==> src/rtl/gsc_pkg.sv <==
// Shared types, codes and constants for the growable stack block.
`timescale 1ns / 1ps
`default_nettype none

package gsc_pkg;

    // Fixed field widths
    localparam int DATA_W    = 32;
    localparam int CAP_W     = 8;
    localparam int FUNC_W    = 2;
    localparam int STAT_W    = 2;
    localparam int CMP_W     = CAP_W + 1;
    localparam int DEPTH_DEF = 64;

    // Value reported in place of an element when the stack is empty
    localparam logic signed [DATA_W-1:0] NEG_ONE = '1;

    // Operation codes
    localparam logic [FUNC_W-1:0] FUNC_PUSH  = 2'd0;
    localparam logic [FUNC_W-1:0] FUNC_POP   = 2'd1;
    localparam logic [FUNC_W-1:0] FUNC_QUERY = 2'd2;
    localparam logic [FUNC_W-1:0] FUNC_DUMP  = 2'd3;

    // Status codes
    localparam logic [STAT_W-1:0] STAT_OK       = 2'd0;
    localparam logic [STAT_W-1:0] STAT_EMPTY    = 2'd1;
    localparam logic [STAT_W-1:0] STAT_OVERFLOW = 2'd2;

    // Source of the item_value field of a result
    typedef enum logic [1:0] {
        ITEM_ZERO = 2'd0,
        ITEM_NEG  = 2'd1,
        ITEM_POP  = 2'd2,
        ITEM_MEM  = 2'd3
    } item_sel_t;

    // Commands from the controller to the datapath
    typedef struct packed {
        logic              do_push;
        logic              do_pop;
        logic              pop_done;
        logic              dump_start;
        logic              dump_step;
        logic              res_valid;
        item_sel_t         item_sel;
        logic [STAT_W-1:0] res_status;
        logic              res_last;
    } cmd_t;

    // Status from the datapath to the controller
    typedef struct packed {
        logic is_empty;
        logic is_full;
        logic dump_last;
    } dp_stat_t;

    // One result item
    typedef struct packed {
        logic signed [DATA_W-1:0] item_value;
        logic [CAP_W-1:0]         capacity;
        logic                     is_empty;
        logic signed [DATA_W-1:0] front_value;
        logic signed [DATA_W-1:0] back_value;
        logic [STAT_W-1:0]        status;
        logic                     last;
    } result_t;

endpackage

`default_nettype wire

==> src/rtl/gsc_ctrl.sv <==
// Controller state machine: decodes operations and sequences pops and dumps.
`timescale 1ns / 1ps
`default_nettype none

module gsc_ctrl (
    input  wire logic                        aclk,
    input  wire logic                        aresetn,
    input  wire logic                        s_valid,
    output logic                             s_ready,
    input  wire logic [gsc_pkg::FUNC_W-1:0]  s_func,
    input  wire gsc_pkg::dp_stat_t           dp_stat,
    input  wire logic                        res_ready,
    output gsc_pkg::cmd_t                    cmd
);

    typedef enum logic [2:0] {
        ST_IDLE     = 3'b001,
        ST_POP_WAIT = 3'b010,
        ST_DUMP     = 3'b100
    } state_t;

    state_t state_reg;
    state_t state_next;
    logic   accept;

    // An item is taken only in idle and only when the result buffer has room.
    assign s_ready = (state_reg == ST_IDLE) && res_ready;
    assign accept  = s_valid && s_ready;

    // Next state and command decode
    always_comb begin
        state_next     = state_reg;
        cmd            = '0;
        cmd.item_sel   = gsc_pkg::ITEM_ZERO;
        cmd.res_status = gsc_pkg::STAT_OK;
        cmd.res_last   = 1'b1;
        unique case (state_reg)
            ST_IDLE: begin
                if (accept) begin
                    unique case (s_func)
                        gsc_pkg::FUNC_PUSH: begin
                            cmd.res_valid = 1'b1;
                            if (dp_stat.is_full) begin
                                cmd.res_status = gsc_pkg::STAT_OVERFLOW;
                            end else begin
                                cmd.do_push = 1'b1;
                            end
                        end
                        gsc_pkg::FUNC_POP: begin
                            if (dp_stat.is_empty) begin
                                cmd.res_valid  = 1'b1;
                                cmd.item_sel   = gsc_pkg::ITEM_NEG;
                                cmd.res_status = gsc_pkg::STAT_EMPTY;
                            end else begin
                                cmd.do_pop = 1'b1;
                                state_next = ST_POP_WAIT;
                            end
                        end
                        gsc_pkg::FUNC_QUERY: begin
                            cmd.res_valid = 1'b1;
                        end
                        gsc_pkg::FUNC_DUMP: begin
                            if (dp_stat.is_empty) begin
                                cmd.res_valid  = 1'b1;
                                cmd.item_sel   = gsc_pkg::ITEM_NEG;
                                cmd.res_status = gsc_pkg::STAT_EMPTY;
                            end else begin
                                cmd.dump_start = 1'b1;
                                state_next     = ST_DUMP;
                            end
                        end
                        default: begin
                            cmd.res_valid = 1'b0;
                        end
                    endcase
                end
            end
            ST_POP_WAIT: begin
                // The new top arrives from the store; report the popped value.
                cmd.res_valid = 1'b1;
                cmd.item_sel  = gsc_pkg::ITEM_POP;
                if (res_ready) begin
                    cmd.pop_done = 1'b1;
                    state_next   = ST_IDLE;
                end
            end
            ST_DUMP: begin
                // One element per transfer, bottom to top.
                cmd.res_valid = 1'b1;
                cmd.item_sel  = gsc_pkg::ITEM_MEM;
                cmd.res_last  = dp_stat.dump_last;
                if (res_ready) begin
                    if (dp_stat.dump_last) begin
                        state_next = ST_IDLE;
                    end else begin
                        cmd.dump_step = 1'b1;
                    end
                end
            end
            default: begin
                state_next = ST_IDLE;
            end
        endcase
    end

    // State register
    always_ff @(posedge aclk) begin
        if (!aresetn) begin
            state_reg <= ST_IDLE;
        end else begin
            state_reg <= state_next;
        end
    end

endmodule

`default_nettype wire

==> src/rtl/gsc_dp.sv <==
// Datapath: element store, count, allocation size, top and bottom values.
`timescale 1ns / 1ps
`default_nettype none

module gsc_dp #(
    parameter int DEPTH = gsc_pkg::DEPTH_DEF
) (
    input  wire logic                               aclk,
    input  wire logic                               aresetn,
    input  wire logic signed [gsc_pkg::DATA_W-1:0]  s_push_value,
    input  wire gsc_pkg::cmd_t                      cmd,
    output gsc_pkg::dp_stat_t                       dp_stat,
    output gsc_pkg::result_t                        res
);

    localparam int CNT_W  = $clog2(DEPTH + 1);
    localparam int ADDR_W = $clog2(DEPTH);

    logic signed [gsc_pkg::DATA_W-1:0] store_mem [DEPTH];
    logic signed [gsc_pkg::DATA_W-1:0] rd_data_reg;

    logic [CNT_W-1:0]                  count_reg,  count_next;
    logic [gsc_pkg::CAP_W-1:0]         alloc_reg,  alloc_next;
    logic signed [gsc_pkg::DATA_W-1:0] top_reg,    top_next;
    logic signed [gsc_pkg::DATA_W-1:0] bottom_reg, bottom_next;
    logic signed [gsc_pkg::DATA_W-1:0] item_reg,   item_next;
    logic [ADDR_W-1:0]                 idx_reg,    idx_next;

    logic [CNT_W-1:0]                  cnt_m1;
    logic [CNT_W-1:0]                  cnt_m2;
    logic [gsc_pkg::CAP_W-1:0]         alloc_dbl;
    logic [gsc_pkg::CAP_W-1:0]         alloc_half;
    logic [gsc_pkg::CAP_W-1:0]         alloc_shr;
    logic                              grow;
    logic                              shrink;
    logic                              rd_en;
    logic [ADDR_W-1:0]                 rd_addr;
    logic [ADDR_W-1:0]                 idx_inc;

    logic [CNT_W-1:0]                  cnt_view;
    logic [gsc_pkg::CAP_W-1:0]         alloc_view;
    logic signed [gsc_pkg::DATA_W-1:0] top_view;
    logic                              empty_view;

    assign cnt_m1  = count_reg - CNT_W'(1);
    assign cnt_m2  = count_reg - CNT_W'(2);
    assign idx_inc = idx_reg + ADDR_W'(1);

    // Size doubling on push and halving on pop
    assign grow       = (gsc_pkg::CMP_W'(count_reg) + gsc_pkg::CMP_W'(1))
                        >= gsc_pkg::CMP_W'(alloc_reg);
    assign alloc_dbl  = {alloc_reg[gsc_pkg::CAP_W-2:0], 1'b0};
    assign alloc_shr  = alloc_reg >> 1;
    assign shrink     = gsc_pkg::CMP_W'(cnt_m1) < gsc_pkg::CMP_W'(alloc_shr);
    assign alloc_half = (alloc_shr == '0) ? gsc_pkg::CAP_W'(1) : alloc_shr;

    // Status toward the controller
    assign dp_stat.is_empty  = (count_reg == '0);
    assign dp_stat.is_full   = (count_reg == CNT_W'(DEPTH));
    assign dp_stat.dump_last = (CNT_W'(idx_reg) == cnt_m1);

    // Next state of the stack registers
    always_comb begin
        count_next  = count_reg;
        alloc_next  = alloc_reg;
        top_next    = top_reg;
        bottom_next = bottom_reg;
        item_next   = item_reg;
        if (cmd.do_push) begin
            count_next = count_reg + CNT_W'(1);
            alloc_next = grow ? alloc_dbl : alloc_reg;
            top_next   = s_push_value;
            if (count_reg == '0) begin
                bottom_next = s_push_value;
            end
        end else if (cmd.do_pop) begin
            count_next = cnt_m1;
            alloc_next = shrink ? alloc_half : alloc_reg;
            item_next  = top_reg;
        end else if (cmd.pop_done) begin
            top_next = rd_data_reg;
        end
    end

    // Dump index and store read port
    always_comb begin
        idx_next = idx_reg;
        rd_en    = 1'b0;
        rd_addr  = idx_inc;
        if (cmd.do_pop) begin
            rd_en   = 1'b1;
            rd_addr = cnt_m2[ADDR_W-1:0];
        end else if (cmd.dump_start) begin
            rd_en    = 1'b1;
            rd_addr  = '0;
            idx_next = '0;
        end else if (cmd.dump_step) begin
            rd_en    = 1'b1;
            idx_next = idx_inc;
        end
    end

    // State after this operation, as the result reports it
    assign cnt_view   = cmd.do_push ? count_next : count_reg;
    assign alloc_view = cmd.do_push ? alloc_next : alloc_reg;
    assign empty_view = (cnt_view == '0);
    always_comb begin
        if (cmd.do_push) begin
            top_view = s_push_value;
        end else if (cmd.item_sel == gsc_pkg::ITEM_POP) begin
            top_view = rd_data_reg;
        end else begin
            top_view = top_reg;
        end
    end

    // Result assembly
    always_comb begin
        case (cmd.item_sel)
            gsc_pkg::ITEM_NEG: res.item_value = gsc_pkg::NEG_ONE;
            gsc_pkg::ITEM_POP: res.item_value = item_reg;
            gsc_pkg::ITEM_MEM: res.item_value = rd_data_reg;
            default:           res.item_value = '0;
        endcase
        res.capacity    = alloc_view;
        res.is_empty    = empty_view;
        res.front_value = empty_view ? gsc_pkg::NEG_ONE : bottom_next;
        res.back_value  = empty_view ? gsc_pkg::NEG_ONE : top_view;
        res.status      = cmd.res_status;
        res.last        = cmd.res_last;
    end

    // Element store: one write port, one registered read port
    always_ff @(posedge aclk) begin
        if (cmd.do_push) begin
            store_mem[count_reg[ADDR_W-1:0]] <= s_push_value;
        end
        if (rd_en) begin
            rd_data_reg <= store_mem[rd_addr];
        end
    end

    // Stack registers
    always_ff @(posedge aclk) begin
        if (!aresetn) begin
            count_reg  <= '0;
            alloc_reg  <= gsc_pkg::CAP_W'(1);
            bottom_reg <= '0;
        end else begin
            count_reg  <= count_next;
            alloc_reg  <= alloc_next;
            bottom_reg <= bottom_next;
        end
    end

    // Payload registers
    always_ff @(posedge aclk) begin
        top_reg  <= top_next;
        item_reg <= item_next;
        idx_reg  <= idx_next;
    end

endmodule

`default_nettype wire

==> src/rtl/gsc_obuf.sv <==
// Result buffer: output register with a skid stage behind it.
`timescale 1ns / 1ps
`default_nettype none

module gsc_obuf (
    input  wire logic              aclk,
    input  wire logic              aresetn,
    input  wire logic              in_valid,
    output logic                   in_ready,
    input  wire gsc_pkg::result_t  in_data,
    output logic                   out_valid,
    input  wire logic              out_ready,
    output gsc_pkg::result_t       out_data
);

    logic             out_valid_reg,  out_valid_next;
    logic             skid_valid_reg, skid_valid_next;
    gsc_pkg::result_t out_reg,        out_next;
    gsc_pkg::result_t skid_reg,       skid_next;
    logic             in_xfer;

    assign in_ready  = !skid_valid_reg;
    assign in_xfer   = in_valid && in_ready;
    assign out_valid = out_valid_reg;
    assign out_data  = out_reg;

    // Refill the output register from the skid stage first, then from the input.
    always_comb begin
        out_valid_next  = out_valid_reg;
        skid_valid_next = skid_valid_reg;
        out_next        = out_reg;
        skid_next       = skid_reg;
        if (!out_valid_reg || out_ready) begin
            if (skid_valid_reg) begin
                out_next        = skid_reg;
                out_valid_next  = 1'b1;
                skid_valid_next = 1'b0;
            end else if (in_xfer) begin
                out_next       = in_data;
                out_valid_next = 1'b1;
            end else begin
                out_valid_next = 1'b0;
            end
        end else if (in_xfer) begin
            skid_next       = in_data;
            skid_valid_next = 1'b1;
        end
    end

    always_ff @(posedge aclk) begin
        if (!aresetn) begin
            out_valid_reg  <= 1'b0;
            skid_valid_reg <= 1'b0;
        end else begin
            out_valid_reg  <= out_valid_next;
            skid_valid_reg <= skid_valid_next;
        end
    end

    always_ff @(posedge aclk) begin
        out_reg  <= out_next;
        skid_reg <= skid_next;
    end

endmodule

`default_nettype wire

==> src/rtl/growable_stack_with_capacity.sv <==
// Push, query and error results reach m_ via the result buffer's output register; a new
// item may follow while the buffer has room. A pop fetches the new top via the store's
// registered read port and reports from the pop-wait state. A dump sends one result per
// element, bottom to top, through the store's one read port. No item is taken until a pop
// or dump has handed on its last result. Synchronous active-low reset empties the stack,
// sets the size to one and clears the result buffer; the element store is not cleared.
`timescale 1ns / 1ps
`default_nettype none

module growable_stack_with_capacity #(
    parameter int DEPTH = gsc_pkg::DEPTH_DEF
) (
    input  wire logic                               aclk,
    input  wire logic                               aresetn,
    input  wire logic                               s_valid,
    output logic                                    s_ready,
    input  wire logic [gsc_pkg::FUNC_W-1:0]         s_func,
    input  wire logic signed [gsc_pkg::DATA_W-1:0]  s_push_value,
    output logic                                    m_valid,
    input  wire logic                               m_ready,
    output logic signed [gsc_pkg::DATA_W-1:0]       m_item_value,
    output logic [gsc_pkg::CAP_W-1:0]               m_capacity,
    output logic                                    m_is_empty,
    output logic signed [gsc_pkg::DATA_W-1:0]       m_front_value,
    output logic signed [gsc_pkg::DATA_W-1:0]       m_back_value,
    output logic [gsc_pkg::STAT_W-1:0]              m_status,
    output logic                                    m_last
);

    gsc_pkg::cmd_t     cmd;
    gsc_pkg::dp_stat_t dp_stat;
    gsc_pkg::result_t  res;
    gsc_pkg::result_t  out_data;
    logic              res_ready;

    gsc_ctrl u_ctrl (
        .aclk      (aclk),
        .aresetn   (aresetn),
        .s_valid   (s_valid),
        .s_ready   (s_ready),
        .s_func    (s_func),
        .dp_stat   (dp_stat),
        .res_ready (res_ready),
        .cmd       (cmd)
    );

    gsc_dp #(
        .DEPTH (DEPTH)
    ) u_dp (
        .aclk         (aclk),
        .aresetn      (aresetn),
        .s_push_value (s_push_value),
        .cmd          (cmd),
        .dp_stat      (dp_stat),
        .res          (res)
    );

    gsc_obuf u_obuf (
        .aclk      (aclk),
        .aresetn   (aresetn),
        .in_valid  (cmd.res_valid),
        .in_ready  (res_ready),
        .in_data   (res),
        .out_valid (m_valid),
        .out_ready (m_ready),
        .out_data  (out_data)
    );

    // Unpack the result onto the m_ channel
    assign m_item_value  = out_data.item_value;
    assign m_capacity    = out_data.capacity;
    assign m_is_empty    = out_data.is_empty;
    assign m_front_value = out_data.front_value;
    assign m_back_value  = out_data.back_value;
    assign m_status      = out_data.status;
    assign m_last        = out_data.last;

endmodule

`default_nettype wire

==> config.mk <==
export PLATFORM = sky130hd
export DESIGN_NAME = growable_stack_with_capacity
export DESIGN_NICKNAME = d
export VERILOG_FILES = /design/src/rtl/gsc_pkg.sv /design/src/rtl/gsc_ctrl.sv /design/src/rtl/gsc_dp.sv /design/src/rtl/gsc_obuf.sv /design/src/rtl/growable_stack_with_capacity.sv
export SDC_FILE = /design/constraint.sdc
export NUM_CORES = 2
export LEC_CHECK = 0
export BUFFER_PORTS_ARGS = -buffer_cell sky130_fd_sc_hd__buf_4
export CORE_UTILIZATION = 62
export DETAILED_ROUTE_END_ITERATION = 16
export HOLD_SLACK_MARGIN = 0.08
export PLACE_DENSITY_LB_ADDON = 0.08
export SLEW_MARGIN = 40
export SYNTH_ARGS = -nofsm -noshare
export SYNTH_HDL_FRONTEND = slang
export SYNTH_SLANG_ARGS = --single-unit
==> constraint.sdc <==
create_clock -name aclk -period 13.1 [get_ports aclk]
set_input_delay 1.31 -clock aclk [delete_from_list [all_inputs] [get_ports aclk]]
set_output_delay 1.31 -clock aclk [all_outputs]
set_load 0.01 [all_outputs]
==> flow_summary.json <==
{
  "outcome": "completed",
  "post_cts_resized": 0,
  "start_util": 0.624,
  "largest_register_ffs": 2048,
  "post-place-ws_ns": 6.63,
  "drt_drc_violations_left": 0,
  "fillers": 9690,
  "design_area_um2": 106000,
  "path_clk_slew_ns": 0.06,
  "cp.required_ns": 13.71,
  "area_delta_synth_final_pct": 12.0,
  "cts_tree": "done",
  "cpMaxStageDelayCell": "buf_4",
  "critPathMostFrequentCell": "buf_4",
  "netlist.area_leader.share": 0.751,
  "multi_input_area_um2": 21800,
  "worstReg2RegStart": "u_dp.count_reg[0]$_SDFF_PN0_",
  "dp_hpwl_um": 143000,
  "synth_cells": 5588,
  "place_area_um2": 98900,
  "critical_path.top_delay_family": "buffers and inverters",
  "synth_nets": 5648,
  "antenna_found_initial": 8,
  "startpoint": "u_dp.count_reg[0]$_SDFF_PN0_",
  "viasPerCell": 6.72,
  "seqCellArea_um2": 72100,
  "cts_sinks": 2418,
  "route.met2.wl_um": 122000,
  "rows": 143,
  "final_cell_mix": "edfxtp_1 (2,366), nand2_1 (743), mux2i_1 (446), buf_4 (296), clkbuf_16 (233)",
  "cts_root_buf": "clkbuf_16",
  "place.port_buffers": 147,
  "async_flop_share": 0,
  "drive_gt1_frac": 0.173,
  "drtAntennaViolNets": 0,
  "critPathMaxFanout": 60,
  "cp_cell_sequence": "inv_1 -> ha_1 -> nand2b_1 -> o311a_1 -> buf_4 -> mux2_8 -> buf_4 -> buf_4 -> mux4_2 -> a2111oi_1 -> nor3_1 -> o32a_1",
  "period_share": 0.467,
  "drv_slew": 0,
  "yosysTopAreaCell": "edfxtp_1",
  "syn_area_um2": 94600,
  "grtUsageTotal": 0.341,
  "ys_seq_elements": 2418,
  "wl_per_cell_um": 32.5,
  "power_mw": 16.3,
  "worstPathArrival_ns": 6.72,
  "clock_skew_ns": 0.0334,
  "fin_crit_ns": 6.11,
  "htreeDepth": 4,
  "synth-edff-count": 2366,
  "wl_met3_um": 30500,
  "synth.area.top_cells": "edfxtp_1 (75%), mux2i_1 (4.8%), mux4_2 (4.5%)",
  "ys_seq_area_frac": 0.762,
  "yosys_warnings": 0,
  "final_core_utilization": 0.699,
  "fp.dieW_um": 393,
  "slew_headroom": 0.334,
  "drt_iter0_drc": 7030,
  "first_pass_iters": 5,
  "ir_worst_vdd_mv": 0.140,
  "final-setup-viol-count": 0,
  "top_layer": "met5",
  "ios": 148,
  "clk_path_buf_depth": 3,
  "finalHoldViolCount": 0,
  "maxCapViolCount": 0,
  "numCtsBuffers": 229,
  "fmax_mhz": 164,
  "wl_met1_um": 101000,
  "finalNetCount": 5852,
  "clk_latency_ns": 0.87,
  "cellLeakagePower_nw": 35.1,
  "hold_buffers": 0,
  "post-cts-setup-buffers": 0,
  "synthFlopType": "edfxtp_1",
  "max_stage_delay_ns": 0.76,
  "rsz0062_at_grt": "no",
  "ys_types": 58,
  "finalSetupTns_ns": 0,
  "setup_ws_ns": 6.99,
  "p_per_area_nw_per_um2": 154,
  "path_buf_inv": 4,
  "setup.worst_path.class": "reg2reg",
  "dieArea_um2": 154000,
  "worstHoldStart": "u_dp.top_reg[30]$_DFFE_PP_",
  "totalWireLength_um": 260000,
  "grt_max_degree": 116,
  "via_count": 53900,
  "start_kind": "register",
  "hold_class": "reg2reg",
  "layout_commonest_cell": "edfxtp_1",
  "gp_congestion": 0.815,
  "die_h_um": 393,
  "tightest_slew_ns": 0.991,
  "core_area_um2": 152000,
  "setup.worst_path.end_class": "register",
  "grt_pass1_vias": 51300,
  "syn_area_per_cell_um2": 16.9,
  "globalRouteOverflowTotal": 0,
  "grt_pass1_wl_um": 368000
}
-- metal layers --
layer	vias up	track usage
li1	22600	-
met1	27700	0.485
met2	3185	0.528
met3	472	0.0785
met4	4	0.107
met5	-	0
-- where the power goes --
group / internal (mW) / total [mW] / switching [mW] / leakage, nW
clock: 3.42 / 6.22 / 2.80 / 3.43
combinational: 0.453 / 1.38 / 0.928 / 9.99
sequential: 8.64 / 8.69 / 0.0534 / 21.7
-- stage by stage --
stage                     hold WS [ns]  cells
after CTS                        0.446   8011
after detailed placement         0.432   7588
after floorplan                  0.426   5588
after global routing             0.452   8014
final                            0.446   8022
after global placement           0.427   7582
-- synthesized netlist by cell type, drive strengths merged, types with 34 or more instances --
| cell type | n |
|---|---|
| edfxtp | 2366 |
| nand2 | 751 |
| mux2i | 451 |
| a21oi | 220 |
| clkbuf | 218 |
| mux4 | 190 |
| nand3 | 182 |
| o221ai | 152 |
| buf | 129 |
| o22ai | 115 |
| nor2 | 107 |
| mux2 | 102 |
| nor3 | 102 |
| o21ai | 82 |
| a31oi | 54 |
| dfxtp | 52 |
| nor2b | 34 |
-- final timing paths --
check	endpoint	slack [ns]	cells past startpoint
setup / recovery	u_dp.rd_data_reg[15]$_DFFE_PP_	6.99	12
hold / removal	u_dp.item_reg[30]$_DFFE_PP_	0.45	0
setup reg to reg	u_dp.rd_data_reg[15]$_DFFE_PP_	6.99	12
hold reg to reg	u_dp.item_reg[30]$_DFFE_PP_	0.45	0
-- kinds of logic after synthesis --
group,Yosys count,synth area share
AOI/OAI and AO/OA,773,0.0555
xor gates and xnor gates,22,0.00204
adders and majority gates,22,0.00291
buffers and inverters,369,0.0167
DFF,2418,0.762
muxes,743,0.105
and+or+nand+nor,1241,0.0560
-- area by class of cell --
| cell class | instances | share of cell area |
|---|---|---|
| Sequential cell | 2418 | 0.680 |
| Multi-Input combinational cell | 2801 | 0.205 |
| Clock buffer | 288 | 0.0572 |
| Timing Repair Buffer | 320 | 0.0241 |
| Tap cell | 2030 | 0.0240 |
| Clock inverter | 135 | 0.00843 |
| Inverter | 22 | 0.000803 |
| Antenna cell | 8 | 0.000189 |
Note: power is estimated with default switching activity, not from simulation.
